## config.mk

```make
export PLATFORM = sky130hd
export DESIGN_NAME = pwm_angle_decoder
export DESIGN_NICKNAME = d
export VERILOG_FILES = /design/src/pad_pkg.sv /design/src/pwm_angle_decoder.sv
export SDC_FILE = /design/constraint.sdc
export NUM_CORES = 2
export LEC_CHECK = 0
export BUFFER_PORTS_ARGS = -buffer_cell sky130_fd_sc_hd__buf_2
export CORE_UTILIZATION = 45
export CTS_BUF_LIST = sky130_fd_sc_hd__clkbuf_8
export DETAILED_ROUTE_END_ITERATION = 12
export HOLD_SLACK_MARGIN = 0.15
export PLACE_DENSITY = 0.59
export SYNTH_ARGS = -nofsm -noshare
export SYNTH_HDL_FRONTEND = slang
export SYNTH_SLANG_ARGS = --single-unit
```

## constraint.sdc

```tcl
create_clock -name i_clk -period 16.95 [get_ports i_clk]
set_input_delay 0.8475 -clock i_clk [delete_from_list [all_inputs] [get_ports i_clk]]
set_output_delay 0.8475 -clock i_clk [all_outputs]
set_load 0.05 [all_outputs]
```

## src/pad_pkg.sv

```systemverilog
`timescale 1ns / 1ps
// Shared types and constants for the PWM angle decoder.
package pad_pkg;

    // Field widths of the ports
    localparam int TIME_W  = 32;
    localparam int ANGLE_W = 16;

    // One full turn in hundredths of a degree
    localparam int FULL_TURN_CENTI = 36000;

    // Reset value of the zero offset register
    localparam logic [ANGLE_W-1:0] OFFSET_RESET = 16'd13800;

    typedef enum logic [2:0] {
        S_IDLE,
        S_MUL,
        S_DIV,
        S_RECIP,
        S_FIN
    } t_state;

endpackage

```

## src/pwm_angle_decoder.sv

```systemverilog
`timescale 1ns / 1ps
// PWM angle decoder: edge timestamps in, angle / high time / period out.
// Sequence: an accepted capture steps through S_MUL, S_DIV, S_RECIP and S_FIN
//   into the output register (QW = 28 quotient bits at the default parameters);
//   an invalid measurement goes from S_MUL straight to S_FIN. A new capture is
//   taken only in S_IDLE, after S_FIN has written the result; S_FIN waits while
//   the output slot is full; the radix-2 divider retires one quotient bit a cycle.
// Reset (synchronous, active low): clears edge tracking, period, high time, ready
//   flag and the output slot; the zero offset returns to 13800.
module pwm_angle_decoder #(
    parameter int COUNTER_WIDTH = 32,
    parameter int RESOLUTION    = 4098
) (
    input  logic                          i_clk,
    input  logic                          i_rst_n,
    // Config
    input  logic                          i_cfg_we,
    input  logic [pad_pkg::ANGLE_W-1:0]   i_cfg_wdata,
    // Capture channel
    input  logic                          i_in_valid,
    output logic                          o_in_ready,
    input  logic [pad_pkg::TIME_W-1:0]    i_capture_time,
    // Result channel
    output logic                          o_out_valid,
    input  logic                          i_out_ready,
    output logic [pad_pkg::ANGLE_W-1:0]   o_angle_centi,
    output logic [pad_pkg::TIME_W-1:0]    o_high_count,
    output logic [pad_pkg::TIME_W-1:0]    o_period_count,
    output logic                          o_ready_res
);
    import pad_pkg::*;

    localparam int CW = COUNTER_WIDTH;

    // t = floor(high * SCALE / period) never exceeds SCALE, so QW bits hold it.
    localparam logic [63:0] SCALE = 64'(RESOLUTION) * 64'(FULL_TURN_CENTI);
    localparam int QW   = $clog2(SCALE + 64'd1);
    localparam int L    = $clog2(RESOLUTION);
    // Reciprocal for exact floor(x / RESOLUTION) with x < 2^QW:
    // m = ceil(2^(QW+L) / RESOLUTION), fits in QW+1 bits.
    localparam logic [63:0] RECIP =
        ((64'd1 << (QW + L)) + 64'(RESOLUTION) - 64'd1) / 64'(RESOLUTION);
    localparam int AW   = (CW > QW) ? CW : QW;
    localparam int BW   = QW + 1;
    localparam int PW   = AW + BW;
    localparam int CNTW = $clog2(QW);

    localparam logic [BW-1:0] SCALE_B = SCALE[BW-1:0];
    localparam logic [BW-1:0] RECIP_B = RECIP[BW-1:0];
    localparam logic [QW-1:0] TURN_Q  = QW'(FULL_TURN_CENTI);
    // 36000 + RESOLUTION - 1: numerator of the ceiling on the negative side
    localparam logic [QW-1:0] NEG_BIAS = QW'(FULL_TURN_CENTI + RESOLUTION - 1);
    localparam logic signed [18:0] TURN_S = 19'sd36000;

    // ---------------- Control and tracking state ----------------
    t_state r_state, n_state;

    logic [ANGLE_W-1:0] r_offset;
    logic [CW-1:0]      r_last_rise;
    logic               r_have_rise;
    logic               r_waiting_fall;
    logic [CW-1:0]      r_period;
    logic [CW-1:0]      r_high;
    logic               r_ready_flag;

    // ---------------- Datapath registers ----------------
    logic [CW-1:0]      r_rem;      // running remainder, always < period
    logic [QW-1:0]      r_quo;      // dividend low bits shift out, quotient shifts in
    logic [CNTW-1:0]    r_cnt;
    logic               r_invalid;
    logic               r_neg;      // raw angle is negative
    logic [ANGLE_W-1:0] r_mag;      // |raw angle|

    logic               r_out_valid;
    logic [ANGLE_W-1:0] r_angle;
    logic [CW-1:0]      r_out_high;
    logic [CW-1:0]      r_out_period;
    logic               r_out_ready;

    logic in_take;
    logic out_free;

    assign in_take  = i_in_valid && o_in_ready;
    assign out_free = !r_out_valid || i_out_ready;

    // ---------------- Shared multiplier ----------------
    // Pass 1: high * SCALE. Pass 2: x * RECIP for the divide by RESOLUTION.
    logic [AW-1:0] mul_a;
    logic [BW-1:0] mul_b;
    logic [PW-1:0] mul_p;
    logic [QW-1:0] t_x;
    logic          t_neg;
    logic [PW-1:0] p_shift;

    always_comb begin
        t_neg = (r_quo < TURN_Q);
        t_x   = t_neg ? (NEG_BIAS - r_quo) : (r_quo - TURN_Q);
        if (r_state == S_MUL) begin
            mul_a = AW'(r_high);
            mul_b = SCALE_B;
        end else begin
            mul_a = AW'(t_x);
            mul_b = RECIP_B;
        end
        mul_p   = PW'(mul_a) * PW'(mul_b);
        p_shift = mul_p >> (QW + L);
    end

    // ---------------- Restoring divide step ----------------
    logic [CW:0]   div_rs;
    logic [CW:0]   div_diff;
    logic          div_ge;

    always_comb begin
        div_rs   = {r_rem, r_quo[QW-1]};
        div_ge   = (div_rs >= {1'b0, r_period});
        div_diff = div_rs - {1'b0, r_period};
    end

    // ---------------- Offset and wrap ----------------
    logic signed [18:0] raw_s;
    logic signed [18:0] wrap0;
    logic signed [18:0] wrap1;
    logic signed [18:0] wrap2;

    always_comb begin
        raw_s = $signed({3'b000, r_mag});
        if (r_neg) begin
            raw_s = -raw_s;
        end
        wrap0 = raw_s - $signed({3'b000, r_offset});
        wrap1 = (wrap0 < 0) ? (wrap0 + TURN_S) : wrap0;
        wrap2 = (wrap1 < 0) ? (wrap1 + TURN_S) : wrap1;
    end

    // ---------------- Sequencer ----------------
    always_ff @(posedge i_clk) begin
        if (!i_rst_n) begin
            r_state <= S_IDLE;
        end else begin
            r_state <= n_state;
        end
    end

    always_comb begin
        n_state    = r_state;
        o_in_ready = 1'b0;
        unique case (r_state)
            S_IDLE: begin
                o_in_ready = 1'b1;
                if (i_in_valid) begin
                    n_state = S_MUL;
                end
            end
            S_MUL: begin
                // Zero period or high beyond period: skip the math, angle is 0
                if ((r_period == '0) || (r_high > r_period)) begin
                    n_state = S_FIN;
                end else begin
                    n_state = S_DIV;
                end
            end
            S_DIV: begin
                if (r_cnt == '0) begin
                    n_state = S_RECIP;
                end
            end
            S_RECIP: begin
                n_state = S_FIN;
            end
            S_FIN: begin
                if (out_free) begin
                    n_state = S_IDLE;
                end
            end
            default: begin
                n_state = S_IDLE;
            end
        endcase
    end

    // ---------------- Edge tracking and config ----------------
    logic [CW-1:0] cap;
    logic [CW-1:0] delta;

    assign cap   = i_capture_time[CW-1:0];
    assign delta = cap - r_last_rise;   // wraps mod 2^CW

    always_ff @(posedge i_clk) begin
        if (!i_rst_n) begin
            r_offset       <= OFFSET_RESET;
            r_last_rise    <= '0;
            r_have_rise    <= 1'b0;
            r_waiting_fall <= 1'b0;
            r_period       <= '0;
            r_high         <= '0;
            r_ready_flag   <= 1'b0;
        end else begin
            if (i_cfg_we) begin
                r_offset <= i_cfg_wdata;
            end
            if (in_take) begin
                if (r_waiting_fall) begin
                    r_high         <= delta;
                    r_waiting_fall <= 1'b0;
                    r_ready_flag   <= (r_period != '0);
                end else begin
                    // First rise after reset only records the timestamp
                    if (r_have_rise) begin
                        r_period <= delta;
                    end
                    r_last_rise    <= cap;
                    r_have_rise    <= 1'b1;
                    r_waiting_fall <= 1'b1;
                end
            end
        end
    end

    // ---------------- Datapath ----------------
    always_ff @(posedge i_clk) begin
        unique case (r_state)
            S_MUL: begin
                r_invalid <= (r_period == '0) || (r_high > r_period);
                // Top CW bits of the product start the remainder (< period)
                r_rem     <= mul_p[QW +: CW];
                r_quo     <= mul_p[QW-1:0];
                r_cnt     <= CNTW'(QW - 1);
            end
            S_DIV: begin
                r_rem <= div_ge ? div_diff[CW-1:0] : div_rs[CW-1:0];
                r_quo <= {r_quo[QW-2:0], div_ge};
                r_cnt <= r_cnt - 1'b1;
            end
            S_RECIP: begin
                r_neg <= t_neg;
                r_mag <= p_shift[ANGLE_W-1:0];
            end
            S_IDLE, S_FIN: begin
            end
            default: begin
            end
        endcase
    end

    // ---------------- Output register ----------------
    always_ff @(posedge i_clk) begin
        if (!i_rst_n) begin
            r_out_valid <= 1'b0;
        end else if ((r_state == S_FIN) && out_free) begin
            r_out_valid <= 1'b1;
        end else if (i_out_ready) begin
            r_out_valid <= 1'b0;
        end
    end

    always_ff @(posedge i_clk) begin
        if ((r_state == S_FIN) && out_free) begin
            r_angle      <= r_invalid ? '0 : wrap2[ANGLE_W-1:0];
            r_out_high   <= r_high;
            r_out_period <= r_period;
            r_out_ready  <= r_ready_flag;
        end
    end

    assign o_out_valid    = r_out_valid;
    assign o_angle_centi  = r_angle;
    assign o_high_count   = TIME_W'(r_out_high);
    assign o_period_count = TIME_W'(r_out_period);
    assign o_ready_res    = r_out_ready;

    // ---------------- Assertions ----------------
    a_take_starts: assert property (@(posedge i_clk) disable iff (!i_rst_n)
        in_take |=> (r_state == S_MUL) && !o_in_ready)
        else $error("accepted transaction did not start the sequencer");

    a_edge_toggle: assert property (@(posedge i_clk) disable iff (!i_rst_n)
        in_take |=> (r_waiting_fall != $past(r_waiting_fall)))
        else $error("edge polarity tracking did not alternate");

    a_rem_bound: assert property (@(posedge i_clk) disable iff (!i_rst_n)
        (r_state == S_DIV) |-> (r_rem < r_period))
        else $error("divider remainder not below period");

    a_angle_range: assert property (@(posedge i_clk) disable iff (!i_rst_n)
        o_out_valid |-> (o_angle_centi < ANGLE_W'(FULL_TURN_CENTI)))
        else $error("angle out of range");

endmodule

```

### Word-level counts from Yosys, hierarchy flattened

Cells that the tools add are included.

| operators by class | value |
|---|---|
| $add $sub $neg | 9 |
| multiply operators | 1 |
| reduce and logical (&&, ||, !) cells | 15 |
| mux-type cells | 19 |
| bitwise operators | 1 |
| $lt $le $gt $ge | 5 |
| equal/unequal tests | 7 |

Operators by type and width:

| operator | number |
|---|---|
| $mux 32 | 2 |
| $pmux 32 s2 | 1 |
| $sub 32x32->32 | 2 |
| $mul 32x29->60 | 1 |
| $pmux 28 s2 | 1 |
| $lt 19x1->1 const B | 2 |
| $mux 19 | 2 |
| $ge 33x32->1 | 1 |
| $gt 32x32->1 | 1 |
| $logic_not 32->1 | 1 |
| $reduce_bool 32->1 | 1 |
| $mux 29 | 1 |
| $lt 28x16->1 const B | 1 |
| $mux 28 | 1 |
| $sub 16x28->28 const A | 1 |
| $sub 28x16->28 const B | 1 |
| $add 19x17->19 const B | 1 |
| $neg 16->19 | 1 |
| $sub 19x17->19 | 1 |
| $add 16x16->16 const B | 1 |
| $mux 16 | 1 |
| $pmux 3 s5 | 1 |
| $mux 3 | 4 |
| $pmux 5 s2 | 1 |
| other kinds (15) | 26 |

| word-level totals | value |
|---|---|
| output and inout port bits | 83 |
| register bits after elaboration | 283 |
| logic and storage cells | 76 |
| input bits | 53 |

### Longest topological paths before layout

| depth | value |
|---|---|
| depth after elaboration | 7 |
| mapped depth | 39 |
| gate-level depth less buffers | 37 |

### Worst setup path before layout

OpenSTA, ideal clock, no wires.

| timing | value |
|---|---|
| kind | register to register |
| from | reg r_quo[20] |
| to | reg r_rem[24], data pin |
| arrival | 9.257 ns |
| period minus slack after synthesis | 9.520 ns |
| setup slack | 7.430 ns |
| data required time | 16.687 ns |
| cell stages (with the launch flop) | 36 |
| path buffers | 3 |
| path through | edfxtp_1 > or4_4 > nor4_4 > nand2b_1 > or3_1 > nand2b_4 > buf_6 > buf_2 > nor2_1 > xnor2_1 > nor2_1 > inv_1 > nand2_1 > inv_1 > fa_1 > inv_1 > fa_1 > fa_1 > fa_1 > fa_1 > fa_1 > fa_1 > ha_1 > ha_1 > clkbuf_1 > a211oi_1 > o21ai_0 > a31o_2 > a21boi_0 > a41oi_1 > o21ai_1 > a21oi_2 > a21oi_1 > or3_1 > a21oi_1 > a211oi_1 |

| on the way | value |
|---|---|
| cells in the longest elaborated chain, start to end | 5 |

Ends and longest elaborated chain:

| what | RTL line | source |
|---|---|---|
| start: declaration | pwm_angle_decoder.sv:68 | `logic [QW-1:0] r_quo;` |
| start signal: assignment | pwm_angle_decoder.sv:227 | `r_quo <= mul_p[QW-1:0];` |
| start signal: assignment | pwm_angle_decoder.sv:232 | `r_quo <= {r_quo[QW-2:0], div_ge};` |
| $sub 28x16->28, or another cell as far along | pwm_angle_decoder.sv:97 | `t_x = t_neg ? (NEG_BIAS - r_quo) : (r_quo - TURN_Q);` |
| $mux 28 (*) | pwm_angle_decoder.sv:97 |  |
| $mux 32 (*) | pwm_angle_decoder.sv:98 | `if (r_state == S_MUL) begin` |
| $mul 32x29->60 (*) | pwm_angle_decoder.sv:105 | `mul_p = PW'(mul_a) * PW'(mul_b);` |
| $pmux 32 s2 (*) | pwm_angle_decoder.sv:222 | `unique case (r_state)` |
| end signal: assignment | pwm_angle_decoder.sv:226 | `r_rem <= mul_p[QW +: CW];` |
| end signal: assignment | pwm_angle_decoder.sv:231 | `r_rem <= div_ge ? div_diff[CW-1:0] : div_rs[CW-1:0];` |
| end: declaration | pwm_angle_decoder.sv:67 | `logic [CW-1:0] r_rem;` |

Mark *: on every way between the ends. The rest lies on a longest branch, timed or not.
A chain may end at the register's enable or synchronous reset.

### Worst setup path in the final report

| timing | value |
|---|---|
| from | reg r_quo[20] |
| to | reg r_rem[31], data pin |

Same word-level chain as after synthesis.

==> flow_summary_export.csv <==
group,metric,value,unit
grt,via_count_of_the_first_global_routing_pass,26092,
clock_tree,holdBufCountCts,0,
logic_synthesis,yosysTopAreaCellShare,25.5,%
route,dr.first_iter.drc_count,1690,
route,m1WireLength,43500,µm
route,route.detailed.vias_per_inst,5.25,
run_status,run_status,"completed",
clock_tree,cts-htree-levels,2,
route,detailroute.via_count,25776,
critical_path,critPathKind,"reg2reg",
logic_synthesis,avgSynthCellArea,9.55,µm²
sta,timing.final.crit_period,10.47,ns
critical_path,most_prevalent_standard_cell_on_the_critical_path,"sky130_fd_sc_hd__fa_1",
layout,area.sequential,7310,µm²
logic_synthesis,synth_seq_cells,283,
sta,setup_total_negative_slack,0,ns
clock_tree,post_cts.repair.setup_buffers,0,
clock_tree,worstSkewPairLatency,0.61,ns
grt,global_route_usage_over_all_layers,24.9,%
sta,skew,0.0371,ns
logic_synthesis,syn_inst,3689,
grt,grt_antenna_before_repair,2,
sta,post-route-period-util,61.8,%
route,detailroute.wirelength.met3,4340,µm
clock_tree,tritoncts_clock_tree,"done",
logic_synthesis,count_of_flip_flops_with_a_built_in_enable_after_synthesis,164,
layout,final_net_count,4825,
critical_path,cp_data_required_time,17.27,ns
sta,report.final.hold_viol_count,0,
route,detail-route-antenna-nets,0,
logic_synthesis,synth.distinct_cells,92,
logic_synthesis,netlist.top_cell.by_area,"sky130_fd_sc_hd__fa_1",
logic_synthesis,yosysWarnings,0,
grt,grt.overflow.total,0,
floorplanning,design.die.area,79400,µm²
logic_synthesis,sequential_to_total_area_share_from_yosys_stat,20.7,%
route,detail_route.drc_violations,0,
critical_path,worst-path-max-fanout,23,
layout,syn2layout_area_growth,7.95,%
worst_hold_path,worstHoldPathType,"reg2reg",
floorplanning,chipHeight,282,µm
floorplanning,floorplan.rows,102,
layout,drive_gt1_share,7.42,%
layout,nFillCells,7489,
sta,number_of_failing_setup_endpoints_in_the_final_timing_report,0,
clock_tree,cts_resized,0,
sta,timing.max_slew.rel_slack,27.8,%
logic_synthesis,yosys-top-cells-area,"sky130_fd_sc_hd__fa_1 25%, sky130_fd_sc_hd__ha_1 18%, sky130_fd_sc_hd__edfxtp_1 14%",
route,top_signal_layer_used,"met4",
route,detail_route.wirelength,95800,µm
logic_synthesis,synth_async_sr_flop_share,0,%
route,avgRoutedWirePerCell,19.5,µm
grt,grt_pass1_wl,151000,µm
critical_path,critPathLaunchType,"register",
clock_tree,path_clk_slew,0.08,ns
clock_tree,cell_at_the_root_of_the_clock_tree,"sky130_fd_sc_hd__clkbuf_8",
job,max-cap-violations,0,
route,drt_pass1_iterations,6,
critical_path,cp_data_arrival_time,10.79,ns
clock_tree,clkSinkCount,283,
logic_synthesis,ys_dominant_reg_cell,"sky130_fd_sc_hd__edfxtp_1",
sta,unrepaired_setup_endpoints_after_global_routing,"no",
placement,place.port_buffers,135,
sta,fmax,95.5,MHz
layout,antenna_cells_inserted,0,
placement,gp_congestion,0.972,
critical_path,timing.critical_path.slowest_cell_delay,0.78,ns
route,route.met2.wl,46400,µm
placement,hpwlAfterDp,81000,µm
critical_path,timing.critical_path.to_type,"register",
logic_synthesis,mappedNetlistArea,35200,µm²
floorplanning,initial_core_utilization,45.5,%
floorplanning,core_area,77500,µm²
layout,multi_input_comb_area,25200,µm²
sta,slew_at_the_pin_closest_to_its_max_slew_limit,1.08,ns
sta,number_of_max_slew_violations_in_the_final_report,0,
grt,maximum_number_of_pins_on_one_net_before_global_route_repair,77,
clock_tree,cts_buffer_count,46,
floorplanning,die_width,282,µm
clock_tree,cts_max_path_buffers,3,
floorplanning,ios,136,
critical_path,critical_path.slowest_cell,"sky130_fd_sc_hd__o31ai_1",
flip-flops by register name, indices dropped and copies added (netlist names), 3 cells and up:
signal	count
r_period	32
r_offset	16
o_high_count	32
r_rem	32
r_last_rise	32
o_period_count	32
r_state	3
r_mag	16
r_quo	28
o_angle_centi	16
r_high	32
r_cnt	5
cell usage after synthesis, types with 28 or more instances:
library cell	n
sky130_fd_sc_hd__inv_1	671
sky130_fd_sc_hd__ha_1	493
sky130_fd_sc_hd__fa_1	448
sky130_fd_sc_hd__nand2_1	362
sky130_fd_sc_hd__a21oi_1	222
sky130_fd_sc_hd__nor2_1	184
sky130_fd_sc_hd__edfxtp_1	164
sky130_fd_sc_hd__o21ai_0	125
sky130_fd_sc_hd__dfxtp_1	119
sky130_fd_sc_hd__xnor2_1	116
sky130_fd_sc_hd__clkbuf_1	89
sky130_fd_sc_hd__a21o_1	71
sky130_fd_sc_hd__xor2_1	49
sky130_fd_sc_hd__nor3_1	43
sky130_fd_sc_hd__nand3_1	31
sky130_fd_sc_hd__a211oi_1	30
sky130_fd_sc_hd__nand2b_1	29
sky130_fd_sc_hd__or2_2	28
cells by family (layout without fill, tap and decap cells):
group                    after synthesis  count (layout)  synth area share (%)
XOR/XNOR                             166             166                  4.15
AO/OA/AOI/OAI                        667             667                  12.1
buffers and inverters                779             906                  8.39
other                                  2              53                0.0213
multiplexers                          26              26                 0.771
adder cells (fa/ha/maj)              941             941                  43.0
AND/OR/NAND/NOR                      825             825                  10.8
flip-flops                           283             283                  20.7
per-stage QoR:
stage                     std cells  setup WS, ns  hold slack (ns)  util, %  area, µm²
final                          4907          6.48            0.439     49.1      38000
after floorplan                3740          7.43            0.408        -      35400
after detailed placement       4823          6.51            0.421     47.9      37100
after CTS                      4907          6.51            0.413     49.1      38000
after global placement         4823          6.61            0.413     47.9      37100
after global routing           4907          5.87            0.444     49.1      38000
per-layer routing:
layer,global-route usage (%),up-vias
met5,0,-
met4,4.15,0
met3,3.26,89
met2,42.1,501
met1,34.4,12710
li1,-,12476
placed cells by master (no fill, tap or decap), types with 10 or more instances in the layout:
cell type	instances
sky130_fd_sc_hd__a211oi_1	30
sky130_fd_sc_hd__a21o_1	71
sky130_fd_sc_hd__a21oi_1	222
sky130_fd_sc_hd__a22o_1	25
sky130_fd_sc_hd__a31oi_1	23
sky130_fd_sc_hd__and2_1	16
sky130_fd_sc_hd__and3_1	19
sky130_fd_sc_hd__buf_2	135
sky130_fd_sc_hd__buf_4	14
sky130_fd_sc_hd__clkbuf_8	53
sky130_fd_sc_hd__clkinv_1	10
sky130_fd_sc_hd__conb_1	53
sky130_fd_sc_hd__dfxtp_1	119
sky130_fd_sc_hd__edfxtp_1	164
sky130_fd_sc_hd__fa_1	448
sky130_fd_sc_hd__ha_1	493
sky130_fd_sc_hd__inv_1	684
sky130_fd_sc_hd__mux2i_1	20
sky130_fd_sc_hd__nand2_1	360
sky130_fd_sc_hd__nand2b_1	29
sky130_fd_sc_hd__nand3_1	31
sky130_fd_sc_hd__nand4_1	25
sky130_fd_sc_hd__nor2_1	183
sky130_fd_sc_hd__nor2b_1	18
sky130_fd_sc_hd__nor3_1	43
sky130_fd_sc_hd__nor4_1	17
sky130_fd_sc_hd__o211ai_1	21
sky130_fd_sc_hd__o21a_1	26
sky130_fd_sc_hd__o21ai_0	124
sky130_fd_sc_hd__o21bai_1	19
sky130_fd_sc_hd__o31ai_1	16
sky130_fd_sc_hd__or2_2	28
sky130_fd_sc_hd__or3_1	18
sky130_fd_sc_hd__xnor2_1	116
sky130_fd_sc_hd__xor2_1	49
layout make-up:
class                      count  share of cell area (%)
clock buffer                  53                    1.92
clock inverter                31                   0.540
inverter                     673                    6.64
multi-input combinational   2678                    66.2
sequential                   283                    19.2
tap                         1040                    3.42
timing repair buffer         149                    2.05
worst max-delay path, delay by kind of cell (launching register included):
| kind | cells | cell delay, ns |
|---|---|---|
| AO/OA/AOI/OAI | 8 | 2.31 |
| XOR/XNOR | 2 | 0.34 |
| adder cells (fa/ha/maj) | 9 | 3.99 |
| buffers and inverters | 2 | 0.10 |
| flip-flops | 1 | 0.46 |
| AND/OR/NAND/NOR | 10 | 2.97 |
worst paths after layout:
check	slack, ns	endpoint	from	cells past startpoint
max	6.48	r_rem[31]	r_quo[20]	31
min	0.44	o_ready_res	r_ready_flag	0
max reg2reg	6.48	r_rem[31]	r_quo[20]	31
min reg2reg	0.44	o_ready_res	r_ready_flag	0
Power is left out: the tool's default activity adds up to more than one toggle a clock period on the data nets, which glitch-free logic cannot reach.
